<file path="src/design/swt_pkg.sv">
`timescale 1ns / 1ps
// ----------------------------------------------------------------------------
// swt_pkg
// Shared types and constants of the software timer event table.
// ----------------------------------------------------------------------------
package swt_pkg;

  localparam int unsigned ID_W   = 5;
  localparam int unsigned TIME_W = 32;
  localparam logic [TIME_W-1:0] ALL_ONES = '1;

  typedef enum logic [2:0] {
    OP_CREATE     = 3'd0,
    OP_ACTIVATE   = 3'd1,
    OP_DEACTIVATE = 3'd2,
    OP_SET_DELAY  = 3'd3,
    OP_QUERY      = 3'd4,
    OP_TICK       = 3'd5,
    OP_SCAN       = 3'd6
  } op_e;

  typedef struct packed {
    op_e               operation;
    logic [3:0]        event_id;
    logic [TIME_W-1:0] delay_ms;
    logic              has_handler;
  } item_t;

  typedef struct packed {
    logic [ID_W-1:0]   slot_id;
    logic [TIME_W-1:0] remaining_ms;
    logic              fired;
    logic              last;
  } result_t;

  typedef struct packed {
    logic create;
    logic arm;
    logic arm_delay;
    logic disarm;
    logic tick;
    logic probe;
    logic probe_scan;
    logic flush;
  } cmd_t;

  typedef struct packed {
    logic pipe_busy;
  } stat_t;

endpackage

</file>
<file path="src/design/swt_dpath.sv">
`timescale 1ns / 1ps
// ----------------------------------------------------------------------------
// swt_dpath
// Slot store, time counter, probe pipeline and result register.
// ----------------------------------------------------------------------------
module swt_dpath import swt_pkg::*; #(
  parameter int unsigned SLOT_COUNT = 16,
  localparam int unsigned IdxW = (SLOT_COUNT > 1) ? $clog2(SLOT_COUNT) : 1,
  localparam int unsigned CntW = $clog2(SLOT_COUNT + 1)
) (
  input  logic            clk_i,
  input  logic            rst_ni,
  input  item_t           item_i,
  input  cmd_t            cmd_i,
  input  logic [IdxW-1:0] probe_idx_i,
  output stat_t           stat_o,
  output logic [CntW-1:0] count_o,
  output result_t         result_o,
  output logic            result_valid_o
);

  logic [TIME_W-1:0]     now_q;
  logic [CntW-1:0]       count_q;
  logic [SLOT_COUNT-1:0] active_q, active_d;
  logic [SLOT_COUNT-1:0] handler_q, handler_d;

  logic [TIME_W-1:0] start_mem [SLOT_COUNT];
  logic [TIME_W-1:0] delay_mem [SLOT_COUNT];

  logic              s1_vld_q, s1_scan_q, s1_ok_q;
  logic [IdxW-1:0]   s1_idx_q;
  logic [TIME_W-1:0] rd_start_q, rd_delay_q;
  logic              s2_vld_q, s2_scan_q, s2_ok_q;
  logic [IdxW-1:0]   s2_idx_q;
  logic [TIME_W-1:0] el_q, dly_q;

  logic              pend_vld_q, pend_vld_d;
  logic [IdxW-1:0]   pend_idx_q, pend_idx_d;
  result_t           res_q, res_d;
  logic              res_vld_q, res_vld_d;

  logic              id_ok, has_room, s1_ok_d, hit, q_live;
  logic [IdxW-1:0]   id_idx, new_idx;
  logic [TIME_W-1:0] q_rem;

  assign id_ok    = 32'(item_i.event_id) < 32'(count_q);
  assign has_room = count_q < CntW'(SLOT_COUNT);
  assign id_idx   = IdxW'(item_i.event_id);
  assign new_idx  = IdxW'(count_q);

  always_comb begin
    active_d  = active_q;
    handler_d = handler_q;
    if (cmd_i.create && has_room) begin
      active_d[new_idx]  = 1'b0;
      handler_d[new_idx] = item_i.has_handler;
    end
    if (cmd_i.arm && id_ok) begin
      active_d[id_idx] = 1'b1;
    end
    if (cmd_i.disarm && id_ok) begin
      active_d[id_idx] = 1'b0;
    end
  end

  always_ff @(posedge clk_i or negedge rst_ni) begin
    if (!rst_ni) begin
      now_q     <= '0;
      count_q   <= '0;
      active_q  <= '0;
      handler_q <= '0;
    end else begin
      active_q  <= active_d;
      handler_q <= handler_d;
      if (cmd_i.tick) begin
        now_q <= now_q + TIME_W'(1);
      end
      if (cmd_i.create && has_room) begin
        count_q <= count_q + CntW'(1);
      end
    end
  end

  // slot store: one write port, one registered read port
  always_ff @(posedge clk_i) begin
    if (cmd_i.arm && id_ok) begin
      start_mem[id_idx] <= now_q;
      delay_mem[id_idx] <= cmd_i.arm_delay ? item_i.delay_ms : '0;
    end
  end

  always_ff @(posedge clk_i) begin
    if (cmd_i.probe) begin
      rd_start_q <= start_mem[probe_idx_i];
      rd_delay_q <= delay_mem[probe_idx_i];
    end
  end

  assign s1_ok_d = cmd_i.probe_scan ?
                   (active_q[probe_idx_i] & handler_q[probe_idx_i]) :
                   (id_ok & active_q[probe_idx_i]);

  always_ff @(posedge clk_i or negedge rst_ni) begin
    if (!rst_ni) begin
      s1_vld_q <= 1'b0;
      s2_vld_q <= 1'b0;
    end else begin
      s1_vld_q <= cmd_i.probe;
      s2_vld_q <= s1_vld_q;
    end
  end

  always_ff @(posedge clk_i) begin
    s1_scan_q <= cmd_i.probe_scan;
    s1_ok_q   <= s1_ok_d;
    s1_idx_q  <= probe_idx_i;
    s2_scan_q <= s1_scan_q;
    s2_ok_q   <= s1_ok_q;
    s2_idx_q  <= s1_idx_q;
    el_q      <= now_q - rd_start_q;
    dly_q     <= rd_delay_q;
  end

  assign hit    = s2_vld_q && s2_scan_q && s2_ok_q && (el_q >= dly_q);
  assign q_live = s2_ok_q && (dly_q > el_q);
  assign q_rem  = q_live ? (dly_q - el_q) : ALL_ONES;

  always_comb begin
    pend_vld_d = pend_vld_q;
    pend_idx_d = pend_idx_q;
    res_vld_d  = 1'b0;
    res_d      = res_q;
    priority if (cmd_i.create) begin
      res_vld_d = 1'b1;
      res_d     = '{slot_id: has_room ? ID_W'(count_q) : ID_W'(SLOT_COUNT),
                    remaining_ms: '0, fired: 1'b0, last: 1'b1};
    end else if (s2_vld_q && !s2_scan_q) begin
      res_vld_d = 1'b1;
      res_d     = '{slot_id: '0, remaining_ms: q_rem, fired: 1'b0, last: 1'b1};
    end else if (hit) begin
      pend_vld_d = 1'b1;
      pend_idx_d = s2_idx_q;
      if (pend_vld_q) begin
        res_vld_d = 1'b1;
        res_d     = '{slot_id: ID_W'(pend_idx_q), remaining_ms: '0,
                      fired: 1'b1, last: 1'b0};
      end
    end else if (cmd_i.flush) begin
      pend_vld_d = 1'b0;
      res_vld_d  = 1'b1;
      res_d      = '{slot_id: pend_vld_q ? ID_W'(pend_idx_q) : '0,
                     remaining_ms: '0, fired: pend_vld_q, last: 1'b1};
    end else begin
      res_vld_d = 1'b0;
    end
  end

  always_ff @(posedge clk_i or negedge rst_ni) begin
    if (!rst_ni) begin
      pend_vld_q <= 1'b0;
      res_vld_q  <= 1'b0;
    end else begin
      pend_vld_q <= pend_vld_d;
      res_vld_q  <= res_vld_d;
    end
  end

  always_ff @(posedge clk_i) begin
    pend_idx_q <= pend_idx_d;
    res_q      <= res_d;
  end

  assign stat_o.pipe_busy = s1_vld_q | s2_vld_q;
  assign count_o          = count_q;
  assign result_o         = res_q;
  assign result_valid_o   = res_vld_q;

  assert property (@(posedge clk_i) disable iff (!rst_ni)
    count_q <= CntW'(SLOT_COUNT))
    else $error("created count beyond table size");

  assert property (@(posedge clk_i) disable iff (!rst_ni)
    cmd_i.flush && pend_vld_q |=> res_vld_q && res_q.last && res_q.fired)
    else $error("held hit not delivered as final beat");

endmodule

</file>
<file path="src/design/swt_ctrl.sv">
`timescale 1ns / 1ps
// ----------------------------------------------------------------------------
// swt_ctrl
// Command decode and scan sequencer of the software timer event table.
// ----------------------------------------------------------------------------
module swt_ctrl import swt_pkg::*; #(
  parameter int unsigned SLOT_COUNT = 16,
  localparam int unsigned IdxW = (SLOT_COUNT > 1) ? $clog2(SLOT_COUNT) : 1,
  localparam int unsigned CntW = $clog2(SLOT_COUNT + 1)
) (
  input  logic            clk_i,
  input  logic            rst_ni,
  input  logic            start_i,
  input  item_t           item_i,
  input  stat_t           stat_i,
  input  logic [CntW-1:0] count_i,
  output logic            busy_o,
  output cmd_t            cmd_o,
  output logic [IdxW-1:0] probe_idx_o
);

  typedef enum logic [3:0] {
    ST_IDLE  = 4'b0001,
    ST_PROBE = 4'b0010,
    ST_DRAIN = 4'b0100,
    ST_FLUSH = 4'b1000
  } state_e;

  state_e          state_q, state_d;
  logic [IdxW-1:0] cnt_q, cnt_d;
  logic            scan_q, scan_d;
  logic            accept;

  assign busy_o = (state_q != ST_IDLE);
  assign accept = start_i && !busy_o;

  always_comb begin
    state_d     = state_q;
    cnt_d       = cnt_q;
    scan_d      = scan_q;
    cmd_o       = '0;
    probe_idx_o = cnt_q;
    unique case (state_q)
      ST_IDLE: begin
        if (accept) begin
          unique case (item_i.operation)
            OP_CREATE:     cmd_o.create = 1'b1;
            OP_ACTIVATE:   cmd_o.arm = 1'b1;
            OP_SET_DELAY: begin
              cmd_o.arm       = 1'b1;
              cmd_o.arm_delay = 1'b1;
            end
            OP_DEACTIVATE: cmd_o.disarm = 1'b1;
            OP_TICK:       cmd_o.tick = 1'b1;
            OP_QUERY: begin
              cmd_o.probe = 1'b1;
              probe_idx_o = IdxW'(item_i.event_id);
              scan_d      = 1'b0;
              state_d     = ST_DRAIN;
            end
            OP_SCAN: begin
              scan_d  = 1'b1;
              cnt_d   = '0;
              state_d = (count_i == '0) ? ST_FLUSH : ST_PROBE;
            end
            default: ;
          endcase
        end
      end
      ST_PROBE: begin
        cmd_o.probe      = 1'b1;
        cmd_o.probe_scan = 1'b1;
        cnt_d            = cnt_q + IdxW'(1);
        if (CntW'(cnt_q) + CntW'(1) == count_i) begin
          state_d = ST_DRAIN;
        end
      end
      ST_DRAIN: begin
        if (!stat_i.pipe_busy) begin
          state_d = scan_q ? ST_FLUSH : ST_IDLE;
        end
      end
      ST_FLUSH: begin
        cmd_o.flush = 1'b1;
        state_d     = ST_IDLE;
      end
      default: state_d = ST_IDLE;
    endcase
  end

  always_ff @(posedge clk_i or negedge rst_ni) begin
    if (!rst_ni) begin
      state_q <= ST_IDLE;
      cnt_q   <= '0;
      scan_q  <= 1'b0;
    end else begin
      state_q <= state_d;
      cnt_q   <= cnt_d;
      scan_q  <= scan_d;
    end
  end

  assert property (@(posedge clk_i) disable iff (!rst_ni)
    state_q == ST_PROBE |-> CntW'(cnt_q) < count_i)
    else $error("scan probe past created slots");

  assert property (@(posedge clk_i) disable iff (!rst_ni)
    state_q == ST_FLUSH |=> state_q == ST_IDLE && $past(scan_q))
    else $error("flush outside a scan");

endmodule

</file>
<file path="src/design/software_timer_event_table.sv">
`timescale 1ns / 1ps
// ----------------------------------------------------------------------------
// software_timer_event_table
// Table of one-shot millisecond timers with create, arm, query and scan.
// ----------------------------------------------------------------------------
// channel   ports                      beat taken when
// input     start_i, busy_o, item_i    start_i high and busy_o low
// result    result_valid_o, result_o   result_valid_o high (one cycle)
//
// Create, activate, deactivate, set_delay and tick are taken without raising busy_o.
// Query and scan raise busy_o; scan probes one slot per cycle through the
// single read port, or goes straight to flush when no slot exists.
// Results appear in the cycle after they are formed and cannot be stalled.
// Reset clears the time counter, slot count and all active/handler bits.
// ----------------------------------------------------------------------------
module software_timer_event_table import swt_pkg::*; #(
  parameter int unsigned SLOT_COUNT = 16
) (
  input  logic    clk_i,
  input  logic    rst_ni,
  input  logic    start_i,
  output logic    busy_o,
  input  item_t   item_i,
  output result_t result_o,
  output logic    result_valid_o
);

  localparam int unsigned IdxW = (SLOT_COUNT > 1) ? $clog2(SLOT_COUNT) : 1;
  localparam int unsigned CntW = $clog2(SLOT_COUNT + 1);

  cmd_t            cmd;
  stat_t           stat;
  logic [IdxW-1:0] probe_idx;
  logic [CntW-1:0] count;

  swt_ctrl #(
    .SLOT_COUNT(SLOT_COUNT)
  ) u_ctrl (
    .clk_i      (clk_i),
    .rst_ni     (rst_ni),
    .start_i    (start_i),
    .item_i     (item_i),
    .stat_i     (stat),
    .count_i    (count),
    .busy_o     (busy_o),
    .cmd_o      (cmd),
    .probe_idx_o(probe_idx)
  );

  swt_dpath #(
    .SLOT_COUNT(SLOT_COUNT)
  ) u_dpath (
    .clk_i         (clk_i),
    .rst_ni        (rst_ni),
    .item_i        (item_i),
    .cmd_i         (cmd),
    .probe_idx_i   (probe_idx),
    .stat_o        (stat),
    .count_o       (count),
    .result_o      (result_o),
    .result_valid_o(result_valid_o)
  );

endmodule

</file>
<file path="config.mk">
export PLATFORM = sky130hd
export DESIGN_NAME = software_timer_event_table
export DESIGN_NICKNAME = d
export VERILOG_FILES = /design/src/design/swt_pkg.sv /design/src/design/swt_dpath.sv /design/src/design/swt_ctrl.sv /design/src/design/software_timer_event_table.sv
export SDC_FILE = /design/constraint.sdc
export NUM_CORES = 2
export LEC_CHECK = 0
export BUFFER_PORTS_ARGS = -buffer_cell sky130_fd_sc_hd__buf_2
export CAP_MARGIN = 20
export CORE_ASPECT_RATIO = 0.8
export CORE_MARGIN = 1.5
export CORE_UTILIZATION = 68
export CTS_CLUSTER_DIAMETER = 200
export DETAILED_ROUTE_END_ITERATION = 7
export PLACE_DENSITY = 0.85
export SLEW_MARGIN = 20
export SYNTH_ARGS = -nofsm -noshare
export SYNTH_HDL_FRONTEND = slang
export SYNTH_SLANG_ARGS = --single-unit
</file>
<file path="constraint.sdc">
create_clock -name clk_i -period 26.5 [get_ports clk_i]
set_clock_uncertainty 0.2 [all_clocks]
set_input_delay 0 -clock clk_i [delete_from_list [all_inputs] [get_ports clk_i]]
set_output_delay 0 -clock clk_i [all_outputs]
set_load 0.1 [all_outputs]
</file>
==> results.md <==
- Status: completed
- Worst EP required: 26.86 ns
- Clock sink count: 1289
- Register area: 0.0372 mm²
- Via Count: 36694
- Area of the multi-input gates: 0.0146 mm²
- Number of global-route vias before repair: 34323
- Top FF cell, synth: edfxtp_1
- Core ar.: 0.0772 mm²
- Slew @ Worst Pin: 1.14 ns
- Avg Cell Area, Syn: 12.2 µm²
- CTS tree: done
- LEAKAGE: 21.6 nW
- Total GRT Usage: 0.345
- Post-DRT Antenna Nets: 0
- WL final: 138000 µm
- Yosys top cell by area: edfxtp_1
- Die X: 315 µm
- CP Cell Sequence: nor4b_4 > nand3_4 > mux2i_4 > buf_12 > inv_8 > buf_12 > buf_4 > nand2_1 > and3_1 > a311oi_1 > a311oi_1 > a31oi_1
- Bufs and invs on worst path: 4
- WL per Instance: 24.9 µm
- IO Port Bufs: 83
- Max Cap Viol: 0
- Crit path capture type: flop
- Post-synth EDFFs: 1097
- Routed wl met3: 19300 µm
- Critical Path Fanout Max: 163
- Top-area cell type share of the netlist area: 0.620
- Clk root buf: clkbuf_16
- Top Ports: 84
- Synth warn: 0
- Crit path max-delay family: buffers and inverters
- Count leader, synth: nand2_1
- Site Rows: 91
- Final instance area: 0.0588 mm²
- CP Class: flop to flop
- DRC Markers: 0
- Setup slack, reg-to-reg: 21.32 ns
- Hpwl dp: 71000 µm
- Most area-consuming cells after synthesis: edfxtp_1 (62%), nand2_1 (8.2%), nand3_1 (5.1%)
- Top cells by count, synth: nand2_1 (1160), edfxtp_1 (1097), nand3_1 (536)
- FFs w/ async S/R, synth: 0.0636
- Power, Total: 0.00496 W
- Clock tree buffer depth: 3
- TritonCTS buffer count: 113
- Max transition margin: 0.238
- H-tree depth: 3
- Max incr delay on CP: 0.71 ns
- Number of synthesized register bits: 1289
- Hold Path Class: flop to flop
- Vias per cell: 6.64
- Grt total ovfl: 0
- Pin count of the biggest net entering global routing: 166
- DRT iter0 DRCs: 5994
- First-pass GRT wire length: 206000 µm
- Post-CTS setup buffers: 0
- Post-synthesis sequential area ratio: 0.701
- Fillers: 4301
- Post-layout net count: 4520
- Final Wtd Congestion: 0.948
- Max-slew violation count: 0
- Total Die Area: 0.0798 mm²
- Top sig layer: met5
- Die height: 253 µm
- CTS clock-pin slew for the worst setup and hold paths: 0.06 ns
- Final period util: 0.195
- Syn-to-layout area delta: 10.7%
- Finish-stage setup viols: 0
- Post-CTS sizing: 0
- Met2 WL: 62300 µm
- Post-Synthesis Cells: 4344
- First-pass DRT Iterations: 8
- Peak supply drop: 0.0000730 V
- Dpl cell area: 0.0544 mm²
- Layout cells sized above 1: 0.0851
- Power density over cell area: 84.4 mW/mm²
- Min Clock Period, post-route: 5.18 ns
- M1 WL: 50300 µm
- CP max-delay cell: buf_4
- Final hold vios: 0
- Worst skew pair latency: 0.73 ns
- RSZ-0062 raised after global routing: false
- Final setup TNS: 0 ns
- Post-Syn Area: 0.0531 mm²
- Netlist cell types: 72
- Initial antenna violation count: 7
- Starting density of the core: 0.688
- Startpoint types: flop
- WP data arrival: 5.54 ns
- Fmax: 193 MHz
- Post-Syn Nets: 4461
[placed cells by master (no fill, tap or decap), types with 10 or more instances in the layout]
cell,count
inv_1,99
edfxtp_1,1097
ha_1,72
a311oi_1,130
clkbuf_8,15
xnor2_1,56
or2_2,11
nand3_1,536
o21ai_0,80
o31ai_1,10
nor2b_1,25
a21o_1,27
buf_4,50
and2_1,39
a211oi_1,11
o21a_1,16
buf_2,82
nand2_1,1159
o22a_1,13
clkbuf_16,118
nand2b_1,16
nor3_1,12
mux2_2,17
mux2i_1,11
and3_1,83
xor2_1,27
a21oi_1,59
nor3_2,10
o211ai_1,10
clkinv_1,15
a31oi_1,73
nand4_1,25
nor2_1,85
dfxtp_1,110
clkbuf_1,25
clkinv_2,25
dfrtp_1,81
dlygate4sd3_1,53
[worst paths after layout]
check,from,to,cells after the start
setup / recovery,u_ctrl.state_q[0],u_dpath.rd_start_q[13],12
hold / removal,u_dpath.s1_idx_q[2],u_dpath.s2_idx_q[2],0
setup reg to reg,u_ctrl.state_q[0],u_dpath.rd_start_q[13],12
hold reg to reg,u_dpath.s1_idx_q[2],u_dpath.s2_idx_q[2],0
max in group asynchronous,rst_ni,u_dpath.active_q[12],5
min in group asynchronous,rst_ni,u_dpath.active_q[7],4
[layout make-up]
class,instances,share of cell area
Antenna cell,3,0.000128
Clock inverter,57,0.0101
Multi-Input combinational cell,2705,0.249
Timing Repair Buffer,192,0.0246
Inverter,102,0.00679
Tap cell,1023,0.0218
Sequential cell,1289,0.633
Clock buffer,158,0.0553
[power by group]
part           switching (W)  total (W)  internal [W]
logic               0.000692   0.000928      0.000237
clock network       0.000738    0.00169      0.000949
registers          0.0000644    0.00235       0.00228
[metrics by stage]
step                      utilization  worst slack [ns]  hold slack (ns)  instances
after floorplan                     -             17.91           -0.496       4344
final                           0.762             21.32            0.126       5529
after detailed placement        0.705             21.40           -0.295       5257
after global routing            0.762             21.00            0.133       5526
after CTS                       0.761             21.39           0.0691       5525
after global placement          0.705             21.56           -0.289       5257
[registers in the layout, indices dropped and copies added, names as in the netlist, 4 cells and up]
signal and cells:
u_dpath.delay_mem 512, u_dpath.start_mem 512, u_dpath.result_o 39, u_dpath.dly_q 32, u_dpath.el_q 32, u_dpath.now_q 32
u_dpath.rd_delay_q 32, u_dpath.rd_start_q 32, u_dpath.active_q 16, u_dpath.handler_q 16, u_dpath.count_o 5, u_ctrl.cnt_q 4
u_ctrl.state_q 4, u_dpath.pend_idx_q 4, u_dpath.s1_idx_q 4, u_dpath.s2_idx_q 4
[metal layers]
metal / GRT usage / vias to the layer above
li1: - / 15856
met1: 0.496 / 17490
met2: 0.522 / 2901
met3: 0.0675 / 441
met4: 0.149 / 6
met5: 0 / -
[cells by family (layout without fill, tap and decap cells)]
family | Yosys count | after routing | synth area share
buffers and inverters | 350 | 509 | 0.0267
other | 0 | 3 | 0
adders and majority gates | 74 | 74 | 0.0177
DFF | 1289 | 1289 | 0.701
muxes | 37 | 37 | 0.00862
xor gates and xnor gates | 83 | 83 | 0.0137
and+or+nand+nor | 2036 | 2036 | 0.169
AOI/OAI and AO/OA | 475 | 475 | 0.0633
[timing repair]
action	4_1_cts	5_1_grt
setup endpoints to repair	0	0
hold buffers	53	0
endpoints found under the hold margin	748	0
Note: power is estimated with default switching activity, not from simulation.
